$ cat src/apdq_pkg.sv
`timescale 1ns / 1ps
// ----------------------------------------------------------------------------
// Aged priority dispatch queue package
// Shared sizes, weights, operation and status codes, and the interface types
// between the controller and the datapath.
// ----------------------------------------------------------------------------
package apdq_pkg;

   localparam int QUEUE_DEPTH    = 128;
   localparam int UNIT_POOL_SIZE = 32;

   localparam int ADDR_W   = $clog2(QUEUE_DEPTH);
   localparam int OCC_W    = $clog2(QUEUE_DEPTH + 1);
   localparam int UNIT_W   = 5;
   localparam int UCNT_W   = $clog2(UNIT_POOL_SIZE + 1);
   localparam int CSR_W    = 6;
   localparam int FUNC_W   = 2;
   localparam int SEV_W    = 4;
   localparam int VIC_W    = 10;
   localparam int STATUS_W = 3;
   localparam int ID_W     = 8;
   localparam int COUNT_W  = 8;
   localparam int STAMP_W  = 32;
   localparam int BASE_W   = 15;
   localparam int RANK_W   = STAMP_W + 1;

   localparam int SEV_WEIGHT = 50;
   localparam int VIC_WEIGHT = 20;

   localparam logic [CSR_W-1:0] UNIT_COUNT_RESET = CSR_W'(1);

   typedef enum logic [FUNC_W-1:0] {
      FN_REPORT   = 2'd0,
      FN_DISPATCH = 2'd1,
      FN_RELEASE  = 2'd2,
      FN_TICK     = 2'd3
   } func_type;

   typedef enum logic [STATUS_W-1:0] {
      STAT_OK           = 3'd0,
      STAT_FULL         = 3'd1,
      STAT_NO_UNIT      = 3'd2,
      STAT_EMPTY        = 3'd3,
      STAT_ALREADY_FREE = 3'd4,
      STAT_NO_SUCH_UNIT = 3'd5
   } status_type;

   typedef enum logic [2:0] {
      ST_IDLE,
      ST_SCAN,
      ST_DRAIN,
      ST_MOVE_RD,
      ST_MOVE_WR
   } ctrl_state_type;

   typedef struct packed {
      logic [ID_W-1:0]    id;
      logic [BASE_W-1:0]  base;
      logic [STAMP_W-1:0] stamp;
   } entry_type;

   typedef struct packed {
      logic exec_op;
      logic start_scan;
      logic scan_issue;
      logic move_read;
      logic move_commit;
   } cmd_type;

   typedef struct packed {
      logic dispatch_go;
      logic scan_last;
      logic pipe_empty;
   } stat_type;

endpackage

$ cat src/apdq_ctrl.sv
`timescale 1ns / 1ps
// ----------------------------------------------------------------------------
// Aged priority dispatch queue controller
// Sequences the operations done from idle and the dispatch scan, drain and move.
// ----------------------------------------------------------------------------
module apdq_ctrl import apdq_pkg::*; (
   input  logic     clock,
   input  logic     reset,
   input  logic     start,
   input  func_type func,
   input  stat_type stat,
   output cmd_type  cmd,
   output logic     busy
);

   ctrl_state_type state_ff;
   ctrl_state_type state_in;
   logic           take_dispatch;

   assign take_dispatch = (func == FN_DISPATCH) && stat.dispatch_go;

   always_ff @(posedge clock) begin
      if (reset) begin
         state_ff <= ST_IDLE;
      end else begin
         state_ff <= state_in;
      end
   end

   always_comb begin
      state_in = state_ff;
      unique case (state_ff)
         ST_IDLE: begin
            if (start && take_dispatch) begin
               state_in = ST_SCAN;
            end
         end
         ST_SCAN: begin
            if (stat.scan_last) begin
               state_in = ST_DRAIN;
            end
         end
         ST_DRAIN: begin
            if (stat.pipe_empty) begin
               state_in = ST_MOVE_RD;
            end
         end
         ST_MOVE_RD: state_in = ST_MOVE_WR;
         ST_MOVE_WR: state_in = ST_IDLE;
         default:    state_in = ST_IDLE;
      endcase
   end

   always_comb begin
      cmd  = '0;
      busy = 1'b1;
      unique case (state_ff)
         ST_IDLE: begin
            busy = 1'b0;
            if (start) begin
               cmd.start_scan = take_dispatch;
               cmd.exec_op    = !take_dispatch;
            end
         end
         ST_SCAN:    cmd.scan_issue  = 1'b1;
         ST_DRAIN:   cmd             = '0;
         ST_MOVE_RD: cmd.move_read   = 1'b1;
         ST_MOVE_WR: cmd.move_commit = 1'b1;
         default:    cmd             = '0;
      endcase
   end

endmodule

$ cat config.mk
export PLATFORM = sky130hd
export DESIGN_NAME = apdq_ctrl
export DESIGN_NICKNAME = d
export VERILOG_FILES = /design/src/apdq_pkg.sv /design/src/apdq_ctrl.sv
export SDC_FILE = /design/constraint.sdc
export NUM_CORES = 1
export LEC_CHECK = 0
export BUFFER_PORTS_ARGS = -buffer_cell sky130_fd_sc_hd__buf_2
export CAP_MARGIN = 10
export CORE_AREA = 5 5 42 44
export CTS_CLUSTER_SIZE = 10
export DETAILED_ROUTE_END_ITERATION = 6
export DIE_AREA = 0 0 47 49
export PLACE_DENSITY = 0.33
export SKIP_LAST_GASP = 1
export SYNTH_ARGS = -nofsm -noshare
export SYNTH_HDL_FRONTEND = slang
export SYNTH_SLANG_ARGS = --single-unit
$ cat constraint.sdc
create_clock -name clock -period 1.2 [get_ports clock]
set_input_delay 0 -clock clock [delete_from_list [all_inputs] [get_ports clock]]
set_output_delay 0 -clock clock [all_outputs]
set_load 0.02 [all_outputs]
==> results.md, run 1 <==
* Outcome: complete, no violations
* Leakage at 0.175 nW
* CTS tree: done
* Top reg by flops: state_ff
* R2R Setup Slk at 0.23 ns
* Largest registers: state_ff (3)
* Final period utilization at 95.6%
* DIE HEIGHT at 49 µm
* Worst Setup Path Type: reg2out
* Fin util at 23.1%
* Vias in the first global route at 217
* Routed WL at 529 µm
* Most frequent cells in the layout: buf_2 (12), nor2b_1 (3), clkbuf_4 (3)
* Detailed Place HPWL at 403 µm
* Row count at 14
* FILL cells at 163
* Register area share after synthesis at 33.1%
* DP Area at 267 µm²
* Endpoints failing hold at 0
* Endpoints failing setup at 0
* Post-Syn Area per Cell at 9.07 µm²
* WL/cell at 9.80 µm
* Synthesized area at 181 µm²
* Setup TNS at 0 ns
* Peak Freq at 871 MHz
* Vias per cell at 3.98
* Max-cap violations at 0
* Mapped Cells at 20
* Root Buffer: clkbuf_4
* # port buffers at 13
* Slew headroom at 82.6%
* Die W at 47 µm
* Global-route wire length before repair at 834 µm
* Placed Cells incl. Taps at 49
* Setup crit end kind: output pin
* Power Total at 0.370 mW
* Hold WC Path Type: in2reg
* Die ar. at 0.00230 mm²
* Largest net degree at the start of global routing at 9
* # diodes at 0
* Clock Tree Buf Depth at 2
* Setup bufs post-CTS at 0
* Area delta synth->final at 78.6%
* DRT Pass-1 Iters at 2
* # IOs at 14
* Max reg flops at 3
* Layout cells sized above 1 at 63.2%
* CP required at 1.20 ns
* Fin crit period at 1.15 ns
* Routability Congestion at 0.661
* Worst-path clk slew at 0.04 ns
* Htree depth at 1
* Syn nets at 28
* Skew-Pair Late Insertion Delay at 0.23 ns
* Via count at 215
* Commonest non-fill, non-tap cell in the layout: buf_2
* Clk sinks at 3
* Final-report max-slew violation count at 0
* Total gr overflow at 0
* Final cell count without fillers at 54
* Warnings, synthesis at 0
* Starting density of the core at 12.9%
* Worst Path Max Fanout at 8
* All-Layer GR Usage at 5.07%
* Seq cells post-synth at 3
* Core ar. at 0.00140 mm²
* Critical Path AT at 1.15 ns
* Initial DRC count at 1
* CP Launch Type: register
* Clock skew at 0.00221 ns
* Nets at 47
* Unique cell type count in the Yosys netlist at 14
* Initial antenna violation count at 0
* RSZ-0062 raised after global routing: true
* Num CTS Buffers at 3
* Final instance area at 324 µm²
* Power per standard cell area at 1140 mW/mm²
* Post-DRT Antenna Nets at 0
* Remaining DRCs at 0
* Worst Tran Pin Value at 0.261 ns
* Peak supply drop at 0.000462 V
==> where the power goes <==
| part | switching [mW] | internal, mW | total (mW) | leakage (nW) |
|---|---|---|---|---|
| logic | 0.0385 | 0.0381 | 0.0766 | 0.134 |
| clock network | 0.0541 | 0.125 | 0.179 | 0.0150 |
| registers | 0.00957 | 0.105 | 0.115 | 0.0253 |
==> metrics by stage <==
stage                     hold slack, ns  setup WS (ns)
after global placement             0.209          0.152
after detailed placement           0.218          0.110
after floorplan                   0.0716          0.138
final                             0.0882         0.0524
after CTS                         0.0801        0.00518
after global routing               0.111        -0.0160
==> cell type report <==
cell class | count | area [µm²] | share of cell area (%)
Clock buffer | 4 | 26.3 | 8.11
Inverter | 1 | 3.75 | 1.16
Multi-Input combinational cell | 16 | 134 | 41.3
Timing Repair Buffer | 14 | 77.6 | 23.9
Sequential cell | 3 | 62.6 | 19.3
Tap cell | 16 | 20.0 | 6.18
==> cells in the mapped netlist <==
cell type  number  area (µm²)
mux2i_1         1        10.0
o22a_1          1        8.76
dfxtp_1         3        60.1
nor4_2          1        12.5
and3b_1         1        8.76
nand2_1         1        3.75
nor2b_1         3        18.8
nor3_1          2        10.0
nor2_1          1        3.75
and3_2          1        7.51
and3b_2         1        10.0
a21oi_2         1        8.76
inv_1           1        3.75
nor3b_1         2        15.0
==> worst paths after layout <==
check / startpoint / end / cells after the start
hold reg to reg: state_ff[2]$_SDFFE_PP0P_ / state_ff[1]$_SDFFE_PP0P_ / 1
setup reg to reg: state_ff[1]$_SDFFE_PP0P_ / state_ff[0]$_SDFFE_PP0P_ / 3
hold / removal: stat[1] / state_ff[0]$_SDFFE_PP0P_ / 3
setup / recovery: state_ff[1]$_SDFFE_PP0P_ / cmd[3] / 3
==> cell families (layout without fill, tap and decap cells) <==
| family | count (synthesis) | count (layout) | synth area share, % |
|---|---|---|---|
| mux | 1 | 1 | 5.52 |
| flops | 3 | 3 | 33.1 |
| buf+inv | 1 | 19 | 2.07 |
| simple gates | 13 | 13 | 49.7 |
| compound gates | 2 | 2 | 9.66 |
==> worst max-delay path, stage by stage (launching register included) <==
cell	delay, ns
dfxtp_2	0.36
nor3_4	0.21
and3_2	0.19
buf_2	0.15
==> routing by layer <==
layer | wire (µm) | global-route usage [%]
met2 | 247 | 6.56
met4 | 0 | 2.76
met1 | 221 | 6.14
met3 | 61 | 3.32
met5 | 0 | 0
==> what timing repair did <==
item                                   CTS  global route
setup endpoints to repair                3             3
pin swaps                                1             1
hold buffers                             1             0
cloned                                   0             0
resized for setup                        2             4
endpoints found under the hold margin    3             0
Note: power is estimated with default switching activity, not from simulation.
==> run 2, diff against run 1 <==
--- a/config.mk
+++ b/config.mk
@@ -12,4 +12,5 @@
 export DETAILED_ROUTE_END_ITERATION = 6
 export DIE_AREA = 0 0 47 49
+export GPL_TIMING_DRIVEN = 0
 export PLACE_DENSITY = 0.33
 export SKIP_LAST_GASP = 1
==> constraint.sdc (replaced) <==
create_clock -name clock -period 1.2 [get_ports clock]
set_input_delay 0 -clock clock [delete_from_list [all_inputs] [get_ports clock]]
set_output_delay 0 -clock clock [all_outputs]
set_load 0.05 [all_outputs]
==> run 2 against run 1 <==
  * Flip-flop and latch count unchanged
  * Combinational power grew 62%
  * Register-to-register slack worse by 0.12 ns
  * Final cell count grew 3.7%
==> results.md, run 2 (synthesized netlist as in run 1, its figures left out) <==
* Routability Congestion at 0.651 (was 0.661)
* Htree depth at 1 (unchanged)
* Remaining DRCs at 0 (unchanged)
* Worst Tran Pin Value at 0.250 ns (was 0.261 ns)
* Clock Tree Buf Depth at 2 (unchanged)
* Leakage at 0.181 nW (was 0.175 nW)
* Post-DRT Antenna Nets at 0 (unchanged)
* Final cell count without fillers at 56 (was 54)
* Most frequent cells in the layout: buf_2 (9), buf_4 (4), nor2b_1 (3), clkbuf_4 (3) (was buf_2 (12), nor2b_1 (3), clkbuf_4 (3))
* Final instance area at 365 µm² (was 324 µm²)
* Vias in the first global route at 201 (was 217)
* Worst Setup Path Type: reg2out (unchanged)
* Max-cap violations at 0 (unchanged)
* Outcome: complete, no violations (unchanged)
* Largest net degree at the start of global routing at 9 (unchanged)
* Placed Cells incl. Taps at 49 (unchanged)
* Root Buffer: clkbuf_4 (unchanged)
* Area delta synth->final at 101% (was 78.6%)
* Global-route wire length before repair at 807 µm (was 834 µm)
* Hold path cells at 3 (unchanged)
* Via count at 214 (was 215)
* Initial DRC count at 0 (was 1)
* R2R cell count at 4 (was 3)
* Die W at 47 µm (unchanged)
* RSZ-0062 raised after global routing: true (unchanged)
* Max reg flops at 3 (unchanged)
* # port buffers at 13 (unchanged)
* All-Layer GR Usage at 5.07% (about the same)
* Detailed Place HPWL at 395 µm (was 403 µm)
* Fin crit period at 1.16 ns (was 1.15 ns)
* Vias per cell at 3.82 (was 3.98)
* DIE HEIGHT at 49 µm (unchanged)
* Power per standard cell area at 1120 mW/mm² (was 1140 mW/mm²)
* Final-report max-slew violation count at 0 (unchanged)
* Routed WL at 541 µm (was 529 µm)
* Hold WC Path Type: in2reg (unchanged)
* CP Launch Type: register (unchanged)
* Starting density of the core at 12.9% (unchanged)
* Peak supply drop at 0.000317 V (was 0.000462 V)
* Row count at 14 (unchanged)
* WL/cell at 9.66 µm (was 9.80 µm)
* CP required at 1.20 ns (about the same)
* Initial antenna violation count at 0 (unchanged)
* Core ar. at 0.00140 mm² (unchanged)
* # diodes at 0 (unchanged)
* Clock skew at 0.00292 ns (was 0.00221 ns)
* Endpoints failing setup at 0 (unchanged)
* Layout cells sized above 1 at 70.0% (was 63.2%)
* Worst-path clk slew at 0.03 ns (was 0.04 ns)
* Top reg by flops: state_ff (unchanged)
* Slew headroom at 83.4% (was 82.6%)
* Die ar. at 0.00230 mm² (unchanged)
* Critical Path AT at 1.16 ns (was 1.15 ns)
* Nets at 49 (was 47)
* Endpoints failing hold at 0 (unchanged)
* DRT Pass-1 Iters at 1 (was 2)
* Peak Freq at 865 MHz (was 871 MHz)
* Setup crit end kind: output pin (unchanged)
* Skew-Pair Late Insertion Delay at 0.23 ns (about the same)
* # IOs at 14 (unchanged)
* FILL cells at 161 (was 163)
* Commonest non-fill, non-tap cell in the layout: buf_2 (unchanged)
* CTS tree: done (unchanged)
* Total gr overflow at 0 (unchanged)
* DP Area at 269 µm² (was 267 µm²)
* Clk sinks at 3 (unchanged)
* Num CTS Buffers at 3 (unchanged)
* Final period utilization at 96.4% (was 95.6%)
* Worst Path Max Fanout at 4 (was 8)
* Largest registers: state_ff (3) (unchanged)
==> run 2: cell count changes in the layout (fill, tap and decap cells not counted), sizes merged <==
cell / delta
buf: +2
==> run 2: cell type report <==
class	count	area [µm²]	area share, %
repair buffers	16	111	30.5
clock buffers	4	26.3	7.19
well taps	16	20.0	5.48
flip-flops and latches	3	68.8	18.8
multi-input cells	16	135	37.0
inverters	1	3.75	1.03
==> run 2: path summary, 6_finish.rpt <==
path | slack, ns | startpoint | end
setup / recovery | 0.04 | state_ff[0]$_SDFFE_PP0P_ | cmd[0]
hold / removal | 0.09 | stat[1] | state_ff[0]$_SDFFE_PP0P_
setup reg to reg | 0.11 | state_ff[1]$_SDFFE_PP0P_ | state_ff[0]$_SDFFE_PP0P_
hold reg to reg | 0.50 | state_ff[2]$_SDFFE_PP0P_ | state_ff[0]$_SDFFE_PP0P_
==> run 2: report_power, final <==
part           internal (mW)  switching (mW)
clock                  0.124          0.0499
sequential             0.103         0.00684
combinational         0.0512          0.0728
==> run 2: what timing repair did <==
item                                    4_1_cts  5_1_grt
endpoints found under the setup margin        3        5
gates resized for setup                       9        7
pin swaps                                     1        2
buffers inserted                              0        2
hold buffers                                  1        0
endpoints found under the hold margin         3        0
==> run 2: metrics by stage <==
| step | setup TNS, ns | utilization (%) | setup WS, ns | power [mW] | hold WS, ns |
|---|---|---|---|---|---|
| 2_1_floorplan | -0.724 | - | -0.363 | 0.183 | 0.0716 |
| 3_3_place_gp | -0.00264 | 19.2 | -0.00264 | 0.211 | 0.214 |
| 3_5_place_dp | 0 | 19.2 | 0.00264 | 0.212 | 0.209 |
| 4_1_cts | -0.00822 | 24.0 | -0.00822 | 0.414 | 0.0801 |
| 5_1_grt | -0.0678 | 26.1 | -0.0469 | 0.435 | 0.0752 |
| 6_report | 0 | 26.1 | 0.0434 | 0.409 | 0.0866 |
==> run 2: metal layers <==
layer | track usage, % | up-vias | share of wire, %
met5 | 0 | - | 0
met4 | 4.15 | 0 | 0
met2 | 6.33 | 6 | 48
met1 | 5.49 | 95 | 40
met3 | 3.69 | 0 | 11
li1 | - | 113 | -
==> run 2: critical path, cell delays in order, from the launching register on <==
cell	delay [ns]
dfxtp_4	0.35
buf_4	0.14
nor3b_1	0.21
buf_4	0.23
==> run 3, diff against run 2 <==
==> constraint.sdc (replaced) <==
create_clock -name clock -period 1.2 [get_ports clock]
set_input_delay 0.06 -clock clock [delete_from_list [all_inputs] [get_ports clock]]
set_output_delay 0.06 -clock clock [all_outputs]
set_load 0.05 [all_outputs]
==> run 3 against run 2 <==
  * Die area unchanged
  * Final area decreased by 2.1%
  * Final cell count decreased by 1.8%
  * Flip-flop and latch count unchanged
  * The flow now finishes with violations (setup timing)
  * Utilization decreased by 0.54 points
  * Critical path type unchanged
  * Highest routed layer unchanged
==> results.md, run 3 (synthesized netlist as in run 1, its figures left out) <==
* Outcome: complete, but fails checks (was complete, no violations)
* Violated checks: setup timing
* WL/cell at 9.67 µm (was 9.66 µm)
* CTS tree: done (unchanged)
* Setup WS pre-CTS at -0.0574 ns (was 0.00264 ns)
* Detailed Place HPWL at 395 µm (unchanged)
* Die W at 47 µm (unchanged)
* Initial DRC count at 0 (unchanged)
* Via count at 209 (was 214)
* Routability Congestion at 0.651 (unchanged)
* Hold Startpoint: reset (was stat[1])
* Power per standard cell area at 1130 mW/mm² (was 1120 mW/mm²)
* Core ar. at 0.00140 mm² (unchanged)
* # diodes at 0 (unchanged)
* Crit path launch: state_ff[1]$_SDFFE_PP0P_ (was state_ff[0]$_SDFFE_PP0P_)
* Slew headroom at 83.4% (about the same)
* Clk sinks at 3 (unchanged)
* Worst R2R Start: state_ff[1]$_SDFFE_PP0P_ (unchanged)
* # port buffers at 13 (unchanged)
* Worst Path Max Fanout at 5 (was 4)
* Setup crit end kind: output pin (unchanged)
* Starting density of the core at 12.9% (unchanged)
* Critical Path AT at 1.16 ns (about the same)
* RSZ-0062 raised after global routing: true (unchanged)
* Vias in the first global route at 229 (was 201)
* Routed WL at 532 µm (was 541 µm)
* Largest net degree at the start of global routing at 7 (was 9)
* Placed Cells incl. Taps at 49 (unchanged)
* CP required at 1.14 ns (was 1.20 ns)
* Row count at 14 (unchanged)
* Vias per cell at 3.80 (was 3.82)
* Remaining DRCs at 0 (unchanged)
* Num CTS Buffers at 3 (unchanged)
* Total gr overflow at 0 (unchanged)
* Endpoints failing hold at 0 (unchanged)
* Worst Setup Path Type: reg2out (unchanged)
* Htree depth at 1 (unchanged)
* Final period utilization at 102% (was 96.4%)
* Leakage at 0.181 nW (about the same)
* Final cell count without fillers at 55 (was 56)
* Most frequent cells in the layout: buf_2 (9), buf_4 (4), nor2b_1 (3), clkbuf_4 (3), dfxtp_2 (2) (was buf_2 (9), buf_4 (4), nor2b_1 (3), clkbuf_4 (3))
* All-Layer GR Usage at 5.57% (was 5.07%)
* DIE HEIGHT at 49 µm (unchanged)
* Fin crit period at 1.22 ns (was 1.16 ns)
* Skew-Pair Late Insertion Delay at 0.23 ns (about the same)
* # IOs at 14 (unchanged)
* Peak Freq at 819 MHz (was 865 MHz)
* Area delta synth->final at 97.2% (was 101%)
* Layout cells sized above 1 at 74.4% (was 70.0%)
* Final-report max-slew violation count at 0 (unchanged)
* Clock skew at 0.00287 ns (was 0.00292 ns)
* Global-route wire length before repair at 897 µm (was 807 µm)
* Top reg by flops: state_ff (unchanged)
* Post-DRT Antenna Nets at 0 (unchanged)
* Hold_buf cts at 0 (was 1)
* Worst-path clk slew at 0.04 ns (was 0.03 ns)
* Endpoints failing setup at 2 (was 0)
* Largest registers: state_ff (3) (unchanged)
* Hold WC Path Type: in2reg (unchanged)
* Commonest non-fill, non-tap cell in the layout: buf_2 (unchanged)
* Peak supply drop at 0.000316 V (was 0.000317 V)
* Die ar. at 0.00230 mm² (unchanged)
* Worst Tran Pin Value at 0.250 ns (about the same)
* Initial antenna violation count at 0 (unchanged)
* CP Launch Type: register (unchanged)
* Max reg flops at 3 (unchanged)
* Clock Tree Buf Depth at 2 (unchanged)
* Root Buffer: clkbuf_4 (unchanged)
* Nets at 48 (was 49)
* DRT Pass-1 Iters at 1 (unchanged)
* Max-cap violations at 0 (unchanged)
* Setup ws final at -0.0215 ns (was 0.0434 ns)
## run 3: cell types whose count changed in the layout (fill, tap and decap cells not counted), sizes merged
cell | previous run | this run
dlygate4sd3 | 1 | 0
## run 3: path summary, 6_finish.rpt
check,slack [ns],end,depth (start not counted)
max,-0.02,cmd[3],3
min,0.02,state_ff[2]$_SDFFE_PP0P_,2
max reg2reg,0.08,state_ff[0]$_SDFFE_PP0P_,5
min reg2reg,0.50,state_ff[0]$_SDFFE_PP0P_,1
## run 3: critical path, stage by stage, from the launching register on
cell and delay (ns):
dfxtp_4 0.35, nor3_4 0.22, and3_4 0.22, buf_8 0.14
## run 3: area by class of cell
cell class              instances  area (µm²)
clock buffers                   4        26.3
multi-input cells              16         140
repair buffers                 15         101
inverters                       1        3.75
flip-flops and latches          3        66.3
fillers                       160        1040
well taps                      16        20.0
## run 3: timing repair
item                       4_1_cts  5_1_grt
gates resized for setup         14        1
pin swaps                        3        3
setup endpoints to repair        6        5
buffers inserted                 2        0
## run 3: per-layer routing
metal / vias to the layer above / track usage [%] / share of wire, %
met3: 0 / 3.69 / 11
met4: 0 / 4.15 / 0
met5: - / 0 / 0
met2: 6 / 7.24 / 50
met1: 92 / 6.17 / 39
li1: 111 / - / -
## run 3: metrics by stage
stage,setup TNS [ns],hold slack [ns],power [mW],utilization [%],cell area [µm²]
floorplan,-0.861,0.132,0.183,-,184
global placement,-0.0830,0.274,0.211,19.2,269
detailed placement,-0.0783,0.269,0.212,19.2,269
CTS,-0.0896,0.0107,0.416,25.2,353
global route,-0.203,0.0219,0.433,25.5,358
finish,-0.0361,0.0211,0.406,25.5,358
## run 3: where the power goes
group	switching (mW)	leakage (nW)	internal (mW)	total [mW]
combinational	0.0707	0.140	0.0479	0.119
sequential	0.00854	0.0260	0.104	0.113
clock	0.0501	0.0150	0.124	0.175
